[config.mk]
export PLATFORM = sky130hd
export DESIGN_NAME = two_axis_stepper_line_interpolator
export DESIGN_NICKNAME = d
export VERILOG_FILES = /design/src/rtl/tsli_pkg.sv /design/src/rtl/tsli_front.sv /design/src/rtl/tsli_queue.sv /design/src/rtl/tsli_back.sv /design/src/rtl/two_axis_stepper_line_interpolator.sv
export SDC_FILE = /design/constraint.sdc
export NUM_CORES = 2
export LEC_CHECK = 0
export BUFFER_PORTS_ARGS = -buffer_cell sky130_fd_sc_hd__buf_2
export CAP_MARGIN = 30
export CELL_PAD_IN_SITES_DETAIL_PLACEMENT = 0
export CELL_PAD_IN_SITES_GLOBAL_PLACEMENT = 1
export CORE_UTILIZATION = 30
export DETAILED_ROUTE_END_ITERATION = 7
export PLACE_DENSITY_LB_ADDON = 0.1
export SYNTH_ARGS = -nofsm -noshare
export SYNTH_HDL_FRONTEND = slang
export SYNTH_SLANG_ARGS = --single-unit
[constraint.sdc]
create_clock -name clk -period 21.3 [get_ports clk]
set_input_delay 2.13 -clock clk [delete_from_list [all_inputs] [get_ports clk]]
set_output_delay 2.13 -clock clk [all_outputs]
set_load 0.02 [all_outputs]
[src/rtl/tsli_pkg.sv]
// shared types and constants of the two-axis stepper line interpolator
package tsli_pkg;

  // item operation codes
  localparam logic [1:0] FUNC_LINE = 2'd0;
  localparam logic [1:0] FUNC_TICK = 2'd1;
  localparam logic [1:0] FUNC_ZERO = 2'd2;
  localparam logic [1:0] FUNC_NOP  = 2'd3;

  // configuration register indexes
  localparam int unsigned CFG_IDX_BITS = 1;
  localparam logic [CFG_IDX_BITS-1:0] CFG_X_STEPS_PER_MM = 1'd0;
  localparam logic [CFG_IDX_BITS-1:0] CFG_Y_STEPS_PER_MM = 1'd1;

  localparam int unsigned CFG_DATA_BITS = 16;
  localparam logic [CFG_DATA_BITS-1:0] X_STEPS_PER_MM_RST = 16'd26597;
  localparam logic [CFG_DATA_BITS-1:0] Y_STEPS_PER_MM_RST = 16'd15876;

  // steps-per-mm fraction bits
  localparam int unsigned RATE_FRAC = 12;

  typedef struct packed {
    logic [1:0]         func;
    logic signed [15:0] target_x;
    logic signed [15:0] target_y;
    logic               limit_x;
    logic               limit_y;
  } in_item_t;

  typedef struct packed {
    logic               step_x;
    logic               dir_x;
    logic               step_y;
    logic               dir_y;
    logic               busy_res;
    logic signed [15:0] pos_x;
    logic signed [15:0] pos_y;
  } out_item_t;

  typedef struct packed {
    logic stage_valid;
  } front_stat_t;

  typedef struct packed {
    logic fire;
  } back_stat_t;

endpackage

[src/rtl/tsli_front.sv]
// front end: accepts items, scales targets to whole steps, pushes into the queue
module tsli_front
  import tsli_pkg::*;
#(
  parameter int POS_BITS         = 16,
  parameter int TARGET_FRAC_BITS = 6,
  parameter int ENTRY_W          = 2 * 16 + 3
) (
  input  logic                     clk,
  input  logic                     rst_n,
  input  logic                     in_valid,
  output logic                     in_stall,
  input  in_item_t                 in_item,
  input  logic [CFG_DATA_BITS-1:0] spm_x,
  input  logic [CFG_DATA_BITS-1:0] spm_y,
  output logic                     push,
  output logic [ENTRY_W-1:0]       push_data,
  input  logic                     push_full,
  output front_stat_t              stat
);

  localparam int SH  = TARGET_FRAC_BITS + RATE_FRAC;
  localparam int MW  = 33;
  localparam int SW  = MW + 1;
  localparam int RW  = SW - SH;
  localparam int CW  = ((RW > POS_BITS) ? RW : POS_BITS) + 1;

  logic            f_valid_r, f_valid_nxt;
  logic [1:0]      func_r;
  logic            lim_r;
  logic [MW-1:0]   mag_x_r, mag_y_r;
  logic            neg_x_r, neg_y_r;
  logic [16:0]     abs_x, abs_y;
  logic            accept, advance;
  logic [POS_BITS-1:0] ts_x, ts_y;

  // magnitude of a target times rate, rounded half away, saturated, sign restored
  function automatic logic [POS_BITS-1:0] to_steps(input logic [MW-1:0] mag,
                                                   input logic neg);
    logic [SW-1:0] sum;
    logic [CW-1:0] r;
    logic [CW-1:0] lim;
    logic [CW-1:0] rc;
    logic [POS_BITS-1:0] rp;
    sum = {1'b0, mag} + (SW'(1) << (SH - 1));
    r   = CW'(sum[SW-1:SH]);
    lim = CW'(1) << (POS_BITS - 1);
    if (!neg) begin
      rc = (r > (lim - CW'(1))) ? (lim - CW'(1)) : r;
    end else begin
      rc = (r > lim) ? lim : r;
    end
    rp = rc[POS_BITS-1:0];
    return neg ? -rp : rp;
  endfunction

  assign accept   = in_valid && !in_stall;
  assign advance  = f_valid_r && !push_full;
  assign in_stall = f_valid_r && push_full;

  assign abs_x = in_item.target_x[15] ? -{in_item.target_x[15], in_item.target_x}
                                      : {1'b0, in_item.target_x};
  assign abs_y = in_item.target_y[15] ? -{in_item.target_y[15], in_item.target_y}
                                      : {1'b0, in_item.target_y};

  always_comb begin
    f_valid_nxt = f_valid_r;
    if (accept) begin
      f_valid_nxt = 1'b1;
    end else if (advance) begin
      f_valid_nxt = 1'b0;
    end
  end

  always_ff @(posedge clk) begin
    if (!rst_n) begin
      f_valid_r <= 1'b0;
    end else begin
      f_valid_r <= f_valid_nxt;
    end
    if (accept) begin
      func_r  <= in_item.func;
      lim_r   <= in_item.limit_x | in_item.limit_y;
      mag_x_r <= MW'(abs_x) * MW'(spm_x);
      mag_y_r <= MW'(abs_y) * MW'(spm_y);
      neg_x_r <= in_item.target_x[15];
      neg_y_r <= in_item.target_y[15];
    end
  end

  assign ts_x      = to_steps(mag_x_r, neg_x_r);
  assign ts_y      = to_steps(mag_y_r, neg_y_r);
  assign push      = advance;
  assign push_data = {func_r, ts_x, ts_y, lim_r};
  assign stat.stage_valid = f_valid_r;

endmodule

[src/rtl/tsli_queue.sv]
// short queue between the front end and the motion back end
module tsli_queue #(
  parameter int DATA_W = 35,
  parameter int DEPTH  = 2
) (
  input  logic              clk,
  input  logic              rst_n,
  input  logic              push,
  input  logic [DATA_W-1:0] push_data,
  output logic              full,
  input  logic              pop,
  output logic              valid,
  output logic [DATA_W-1:0] data
);

  localparam int PW = (DEPTH > 1) ? $clog2(DEPTH) : 1;
  localparam int CW = $clog2(DEPTH + 1);

  logic [DATA_W-1:0] mem_r [DEPTH];
  logic [PW-1:0]     wr_ptr_r, wr_ptr_nxt;
  logic [PW-1:0]     rd_ptr_r, rd_ptr_nxt;
  logic [CW-1:0]     count_r, count_nxt;

  function automatic logic [PW-1:0] ptr_inc(input logic [PW-1:0] p);
    return (p == PW'(DEPTH - 1)) ? '0 : PW'(p + PW'(1));
  endfunction

  assign full  = (count_r == CW'(DEPTH));
  assign valid = (count_r != '0);
  assign data  = mem_r[rd_ptr_r];

  always_comb begin
    wr_ptr_nxt = push ? ptr_inc(wr_ptr_r) : wr_ptr_r;
    rd_ptr_nxt = pop ? ptr_inc(rd_ptr_r) : rd_ptr_r;
    count_nxt  = count_r;
    if (push && !pop) begin
      count_nxt = CW'(count_r + CW'(1));
    end else if (pop && !push) begin
      count_nxt = CW'(count_r - CW'(1));
    end
  end

  always_ff @(posedge clk) begin
    if (!rst_n) begin
      wr_ptr_r <= '0;
      rd_ptr_r <= '0;
      count_r  <= '0;
    end else begin
      wr_ptr_r <= wr_ptr_nxt;
      rd_ptr_r <= rd_ptr_nxt;
      count_r  <= count_nxt;
    end
    if (push) begin
      mem_r[wr_ptr_r] <= push_data;
    end
  end

endmodule

[src/rtl/tsli_back.sv]
// back end: line state, incremental slope test, back-off and result register
module tsli_back
  import tsli_pkg::*;
#(
  parameter int POS_BITS = 16,
  parameter int ENTRY_W  = 2 * 16 + 3
) (
  input  logic               clk,
  input  logic               rst_n,
  input  logic               q_valid,
  input  logic [ENTRY_W-1:0] q_data,
  output logic               q_pop,
  output logic               out_valid,
  input  logic               out_stall,
  output out_item_t          out_item,
  output back_stat_t         stat
);

  localparam int P  = POS_BITS;
  localparam int EW = POS_BITS + 3;

  logic [P-1:0]  pos_x_r, pos_x_nxt, pos_y_r, pos_y_nxt;
  logic [P-1:0]  span_maj_r, span_maj_nxt, span_min_r, span_min_nxt;
  logic [P-1:0]  done_r, done_nxt;
  logic [EW-1:0] err_r, err_nxt;
  logic          fwd_x_r, fwd_x_nxt, fwd_y_r, fwd_y_nxt;
  logic          x_major_r, x_major_nxt;
  logic          running_r, running_nxt;
  logic [1:0]    backoff_r, backoff_nxt;
  logic          out_valid_r;
  out_item_t     out_r, out_nxt;
  logic          fire;

  logic [1:0]    func;
  logic [P-1:0]  ts_x, ts_y;
  logic          lim;
  logic [P:0]    ex, ey, nex, ney;
  logic [P-1:0]  sp_x, sp_y;
  logic          sx, sy, dx, dy;
  logic [EW-1:0] e1;
  logic          minor_step;

  assign func = q_data[ENTRY_W-1 -: 2];
  assign ts_x = q_data[2*P:P+1];
  assign ts_y = q_data[P:1];
  assign lim  = q_data[0];

  assign fire  = q_valid && (!out_valid_r || !out_stall);
  assign q_pop = fire;

  // start of a line: error to target and spans
  assign ex   = {ts_x[P-1], ts_x} - {pos_x_r[P-1], pos_x_r};
  assign ey   = {ts_y[P-1], ts_y} - {pos_y_r[P-1], pos_y_r};
  assign nex  = -ex;
  assign ney  = -ey;
  assign sp_x = ex[P] ? nex[P-1:0] : ex[P-1:0];
  assign sp_y = ey[P] ? ney[P-1:0] : ey[P-1:0];

  // error term is 2*minor*done_major - (2*done_minor+1)*major, kept by adds
  assign e1 = err_r + EW'({span_min_r, 1'b0});
  assign minor_step = (span_min_r != '0) && !e1[EW-1] && (e1 != '0);

  always_comb begin
    pos_x_nxt    = pos_x_r;
    pos_y_nxt    = pos_y_r;
    span_maj_nxt = span_maj_r;
    span_min_nxt = span_min_r;
    done_nxt     = done_r;
    err_nxt      = err_r;
    fwd_x_nxt    = fwd_x_r;
    fwd_y_nxt    = fwd_y_r;
    x_major_nxt  = x_major_r;
    running_nxt  = running_r;
    backoff_nxt  = backoff_r;
    sx = 1'b0;
    sy = 1'b0;
    dx = fwd_x_r;
    dy = fwd_y_r;

    unique case (func)
      FUNC_LINE: begin
        if (!running_r && backoff_r == 2'd0) begin
          fwd_x_nxt    = !ex[P];
          fwd_y_nxt    = !ey[P];
          x_major_nxt  = sp_x > sp_y;
          span_maj_nxt = (sp_x > sp_y) ? sp_x : sp_y;
          span_min_nxt = (sp_x > sp_y) ? sp_y : sp_x;
          done_nxt     = '0;
          err_nxt      = -EW'((sp_x > sp_y) ? sp_x : sp_y);
          running_nxt  = ((sp_x > sp_y) ? sp_x : sp_y) != '0;
          dx = !ex[P];
          dy = !ey[P];
        end
      end
      FUNC_TICK: begin
        if (running_r && lim) begin
          running_nxt = 1'b0;
          backoff_nxt = 2'd2;
        end
        if (running_r && lim || backoff_r != 2'd0) begin
          // back-off step against the direction of travel on both axes
          pos_x_nxt   = fwd_x_r ? P'(pos_x_r - P'(1)) : P'(pos_x_r + P'(1));
          pos_y_nxt   = fwd_y_r ? P'(pos_y_r - P'(1)) : P'(pos_y_r + P'(1));
          sx = 1'b1;
          sy = 1'b1;
          dx = !fwd_x_r;
          dy = !fwd_y_r;
          backoff_nxt = (running_r && lim) ? 2'd1 : 2'(backoff_r - 2'd1);
        end else if (running_r) begin
          done_nxt = P'(done_r + P'(1));
          err_nxt  = minor_step ? EW'(e1 - EW'({span_maj_r, 1'b0})) : e1;
          if (x_major_r) begin
            sx = 1'b1;
            sy = minor_step;
          end else begin
            sy = 1'b1;
            sx = minor_step;
          end
          if (sx) begin
            pos_x_nxt = fwd_x_r ? P'(pos_x_r + P'(1)) : P'(pos_x_r - P'(1));
          end
          if (sy) begin
            pos_y_nxt = fwd_y_r ? P'(pos_y_r + P'(1)) : P'(pos_y_r - P'(1));
          end
          if (({1'b0, done_r} + (P+1)'(1)) >= {1'b0, span_maj_r}) begin
            running_nxt = 1'b0;
          end
        end
      end
      FUNC_ZERO: begin
        pos_x_nxt = '0;
        pos_y_nxt = '0;
      end
      default: begin
      end
    endcase

    out_nxt.step_x   = sx;
    out_nxt.dir_x    = dx;
    out_nxt.step_y   = sy;
    out_nxt.dir_y    = dy;
    out_nxt.busy_res = running_nxt || (backoff_nxt != 2'd0);
    out_nxt.pos_x    = 16'(pos_x_nxt);
    out_nxt.pos_y    = 16'(pos_y_nxt);
  end

  always_ff @(posedge clk) begin
    if (!rst_n) begin
      pos_x_r     <= '0;
      pos_y_r     <= '0;
      span_maj_r  <= '0;
      span_min_r  <= '0;
      done_r      <= '0;
      err_r       <= '0;
      fwd_x_r     <= 1'b1;
      fwd_y_r     <= 1'b1;
      x_major_r   <= 1'b0;
      running_r   <= 1'b0;
      backoff_r   <= 2'd0;
      out_valid_r <= 1'b0;
    end else begin
      if (fire) begin
        pos_x_r    <= pos_x_nxt;
        pos_y_r    <= pos_y_nxt;
        span_maj_r <= span_maj_nxt;
        span_min_r <= span_min_nxt;
        done_r     <= done_nxt;
        err_r      <= err_nxt;
        fwd_x_r    <= fwd_x_nxt;
        fwd_y_r    <= fwd_y_nxt;
        x_major_r  <= x_major_nxt;
        running_r  <= running_nxt;
        backoff_r  <= backoff_nxt;
      end
      if (fire) begin
        out_valid_r <= 1'b1;
      end else if (!out_stall) begin
        out_valid_r <= 1'b0;
      end
    end
    if (fire) begin
      out_r <= out_nxt;
    end
  end

  assign out_valid = out_valid_r;
  assign out_item  = out_r;
  assign stat.fire = fire;

endmodule

[src/rtl/two_axis_stepper_line_interpolator.sv]
// top level of the two-axis stepper line interpolator
//
// Takes one item per clock unless input stalls and returns one result item per
// item, in order. A line item, when idle, rounds its X/Y target (fixed-point
// mm) to whole steps with the steps-per-mm registers and starts a line from the
// current position; a tick during a line steps the major axis once and the
// minor axis when the slope test holds; a limit seen on a tick during a line
// ends it and backs off two steps on both axes; a zero item clears both
// positions. The front end registers the two target-times-rate products, then
// rounds and saturates them into a two-entry queue; the back end pops one item
// a cycle unless output stalls, updates the line state with an add-only error
// term (the exact integer form of the cross-multiplied slope test) and loads
// the result register. Sustained rate is one item per cycle without output
// stalls; items pass the product, queue and result registers. A stalled result
// register fills the queue and then the front stage before input stalls.
// Configuration writes are taken at any time but are meant for idle periods.
module two_axis_stepper_line_interpolator
  import tsli_pkg::*;
#(
  parameter int POS_BITS         = 16,
  parameter int TARGET_FRAC_BITS = 6
) (
  input  logic                     clk,
  input  logic                     rst_n,
  input  logic                     in_valid,
  output logic                     in_stall,
  input  in_item_t                 in_item,
  output logic                     out_valid,
  input  logic                     out_stall,
  output out_item_t                out_item,
  input  logic                     cfg_we,
  input  logic [CFG_IDX_BITS-1:0]  cfg_index,
  input  logic [CFG_DATA_BITS-1:0] cfg_wdata
);

  // queue entry: func, target x steps, target y steps, limit seen
  localparam int ENTRY_W = 2 * POS_BITS + 3;

  logic [CFG_DATA_BITS-1:0] spm_x_r, spm_y_r;
  logic                     q_push, q_full, q_pop, q_valid;
  logic [ENTRY_W-1:0]       q_push_data, q_data;
  front_stat_t              fr_stat;
  back_stat_t               bk_stat;

  // steps-per-mm registers
  always_ff @(posedge clk) begin
    if (!rst_n) begin
      spm_x_r <= X_STEPS_PER_MM_RST;
      spm_y_r <= Y_STEPS_PER_MM_RST;
    end else if (cfg_we) begin
      unique case (cfg_index)
        CFG_X_STEPS_PER_MM: spm_x_r <= cfg_wdata;
        CFG_Y_STEPS_PER_MM: spm_y_r <= cfg_wdata;
        default: begin
        end
      endcase
    end
  end

  // front end: scale and round targets
  tsli_front #(
    .POS_BITS         (POS_BITS),
    .TARGET_FRAC_BITS (TARGET_FRAC_BITS),
    .ENTRY_W          (ENTRY_W)
  ) u_front (
    .clk       (clk),
    .rst_n     (rst_n),
    .in_valid  (in_valid),
    .in_stall  (in_stall),
    .in_item   (in_item),
    .spm_x     (spm_x_r),
    .spm_y     (spm_y_r),
    .push      (q_push),
    .push_data (q_push_data),
    .push_full (q_full),
    .stat      (fr_stat)
  );

  // decoupling queue
  tsli_queue #(
    .DATA_W (ENTRY_W),
    .DEPTH  (2)
  ) u_queue (
    .clk       (clk),
    .rst_n     (rst_n),
    .push      (q_push),
    .push_data (q_push_data),
    .full      (q_full),
    .pop       (q_pop),
    .valid     (q_valid),
    .data      (q_data)
  );

  // back end: motion state and result register
  tsli_back #(
    .POS_BITS (POS_BITS),
    .ENTRY_W  (ENTRY_W)
  ) u_back (
    .clk       (clk),
    .rst_n     (rst_n),
    .q_valid   (q_valid),
    .q_data    (q_data),
    .q_pop     (q_pop),
    .out_valid (out_valid),
    .out_stall (out_stall),
    .out_item  (out_item),
    .stat      (bk_stat)
  );

  // an accepted item always sits in the front stage on the next cycle
  a_front_holds: assert property (@(posedge clk) disable iff (!rst_n)
    (in_valid && !in_stall) |=> fr_stat.stage_valid)
    else $error("accepted item missing from front stage");

  // every back-end update yields a valid result
  a_fire_out: assert property (@(posedge clk) disable iff (!rst_n)
    bk_stat.fire |=> out_valid)
    else $error("back-end update produced no result");

  // a held result changes only through a back-end update
  a_out_stable: assert property (@(posedge clk) disable iff (!rst_n)
    (out_valid && !bk_stat.fire) |=> $stable(out_item))
    else $error("result changed without an update");

endmodule
==> results.md <==
* Clock root buffer: clkbuf_16
* Simple-Gate Fraction of Synth Area at between 10% and 20%
* CTS clock-pin slew for the worst setup and hold paths at roughly 60 ps
* Main synth FF type: edfxtp_1
* Post-CTS setup buffer count at 0
* Post-synth top area share at around 22%
* Post-Place Worst Slack at around 11000 ps
* Top cells by area, synth: fa_1 22%, edfxtp_1 11%, ha_1 11%
* Setup violators final at 0
* GRT Resource Usage Total at a little under a fifth
* Chip width at about 360 um
* Drt first pass iters at 5
* Worst path max stage delay at about 750 ps
* Sequential area share after synthesis at about a fifth
* XOR/XNOR Fraction of Synth Area at under 10%
* Post-DR wirelength/cell at 19.6 um
* Largest net degree at the start of global routing at around 60
* Nets at between 5000 and 6000
* Synthesized area at around 38000 um^2
* Syn. warnings at 0
* Slew Viols, Final at 0
* Max Cap Violations at 0
* Final hold viol count at 0
* # port buffers at 96
* CTS Hold Buffers Added at 0
* Post-Synth Adder-Cell Area at 32.6%
* Post-synthesis compound-gate area fraction at about 14%
* H-tree depth at 2
* Mux contribution to synthesized area at approximately 2.3%
* Max reg flops at 70
* Layout cell share with drive strength beyond 1 at 7.55%
* Synth unique cells at 94
* Vias at around 31000
* Post-synth top area cell: fa_1
* Final period utilization at 44.3%
* Post-route worst setup slack at between 10000 and 15000 ps
* Area delta synth->final at 10.4%
* Clock Latency Late Sink at roughly 610 ps
* First-pass GRT wire length at approximately 190000 um
* CTS Sinks at between 200 and 300
* RSZ-0062 raised after global routing: no
* Initial antenna violation count at 4
* Post-DP HPWL at between 90000 and 100000 um
* Most common cell after layout, fill and taps aside: nand2_1
* Hold crit path type: reg -> reg
* Vias per Instance at about 5
* Most frequent cells in the layout: 595 x nand2_1, 586 x inv_1, 418 x fa_1, 318 x ha_1, 247 x and2_1
* Final wirelength at about 120000 um
* F_max at 106 MHz
* Total grt overflow at 0
* Slew margin rel. at just over 30%
* Mean Syn Cell Area at 8.61 um^2
* Clock skew at between 40 and 50 ps
* TNS Setup at 0 ps
* Yosys reg bits at 288
* Largest family of logic cells by synthesized area: adder cells
* Site Rows at between 100 and 150
* Core footprint at approximately 130000 um^2
* Die area at between 100000 and 150000 um^2
* Worst-margin pin slew at 1030 ps
* Num CTS Buffers at between 40 and 50
* Area of the multi-input gates at between 20000 and 30000 um^2
* DIE HEIGHT at roughly 360 um
* Worst Setup End Kind: flip-flop
* Vias in the first global route at between 30000 and 40000
* Crit path max fanout at 35
* Critical Path RT at between 20000 and 25000 ps
* Asr flop ratio synth at 0%
* Status: finished clean
* Resize count post-CTS at 0
* CTS tree: yes
* Slowest cell on crit path: nor3_1
* Register area at approximately 7000 um^2
* EDFF count, synth at between 100 and 150
* DRC violation count after routing at 0
* Core Util, Final at between 30% and 40%
* Max clock buf depth at 3
* I/O pin total at slightly below 100
* Post-Syn Instances at around 4400
* Post-DRT Antenna Nets at 0
* Initial core utilization at a little under a third
* Crit path kind: reg -> reg
* 1st-iter DRT viols at roughly 1500
* Critical path startpoint category: flip-flop
* Fill count at 13217
* Largest register by flop count: u_queue.mem_r
* Placer Congestion at around 0.82
* Arrival time of the worst setup path at 9760 ps
* Fin crit period at ~9400 ps
-- critical path, delay by kind of cell, from the launching register on --
kind,cells,cell delay [ps]
adder cells (fa/ha/maj),4,1420
XOR/XNOR,1,530
AND/OR/NAND/NOR,7,1880
AO/OA/AOI/OAI,12,3770
buffers and inverters,5,900
flip-flops,1,310
multiplexers,1,320
-- through the flow --
stage | std cells | area (um^2) | hold slack, ps
4_1_cts | 6125 | 41800 | 411
3_3_place_gp | 6044 | 40400 | 428
6_report | 6128 | 41800 | 410
2_1_floorplan | 4433 | 38000 | 421
5_1_grt | 6125 | 41800 | 433
3_5_place_dp | 6050 | 40500 | 431
-- worst paths after layout --
kind	startpoint	to	slack (ps)	depth (start not counted)
worst max-delay path	flip-flop	u_back.out_item[32]$_DFFE_PP_	11870	30
worst min-delay path	u_front.func_r[0]$_DFFE_PP_	u_queue.mem_r[1][33]$_DFFE_PP_	410	0
worst max register to register	flip-flop	u_back.out_item[32]$_DFFE_PP_	11870	30
worst min register to register	u_front.func_r[0]$_DFFE_PP_	u_queue.mem_r[1][33]$_DFFE_PP_	410	0
-- cells by family after synthesis --
kind of cell	after synthesis
and+or+nand+nor	1499
xor gates and xnor gates	206
buffers and inverters	785
adders and majority gates	737
DFF	288
AOI/OAI and AO/OA	804
other	2
muxes	82
-- cell type report --
| class | count | share of cell area [%] |
|---|---|---|
| inverter | 588 | 5.28 |
| tap | 1650 | 4.93 |
| multi-input combinational | 3360 | 66.8 |
| sequential | 288 | 17.2 |
| clock inverter | 23 | 0.580 |
| antenna | 3 | 0.0179 |
| timing repair buffer | 164 | 2.48 |
| clock buffer | 52 | 2.72 |
-- synthesized netlist by cell type, drive strengths merged (8+ instances only) --
cell type and instances:
a2111oi 8, a211oi 36, a21o 49, a21oi 220
a221o 10, a22oi 24, a311oi 16, a31oi 33
a32o 13, and2 247, and3 57, and4 8
buf 18, clkbuf 179, dfxtp 144, edfxtp 144
fa 418, ha 319, inv 588, mux2 40
mux2i 41, nand2 595, nand2b 22, nand3 115
nand3b 12, nand4 31, nor2 210, nor2b 25
nor3 67, nor3b 11, nor4 19, o2111ai 8
o211a 8, o211ai 44, o21a 43, o21ai 141
o21bai 9, o221ai 8, o22ai 8, o31ai 38
or2 22, or3 32, or4 15, xnor2 150
xor2 56
-- per-layer routing --
metal / global-route usage, % / vias up / wire length [um]
li1: - / 14875 / -
met1: 27.1 / 15057 / 58900
met2: 30.8 / 478 / 54700
met3: 1.58 / 104 / 4100
met4: 4.44 / 0 / 2450
met5: 0 / - / 0
Power is not shown: default switching activity piles up to over one toggle a cycle in this logic, so the estimate is an artifact.
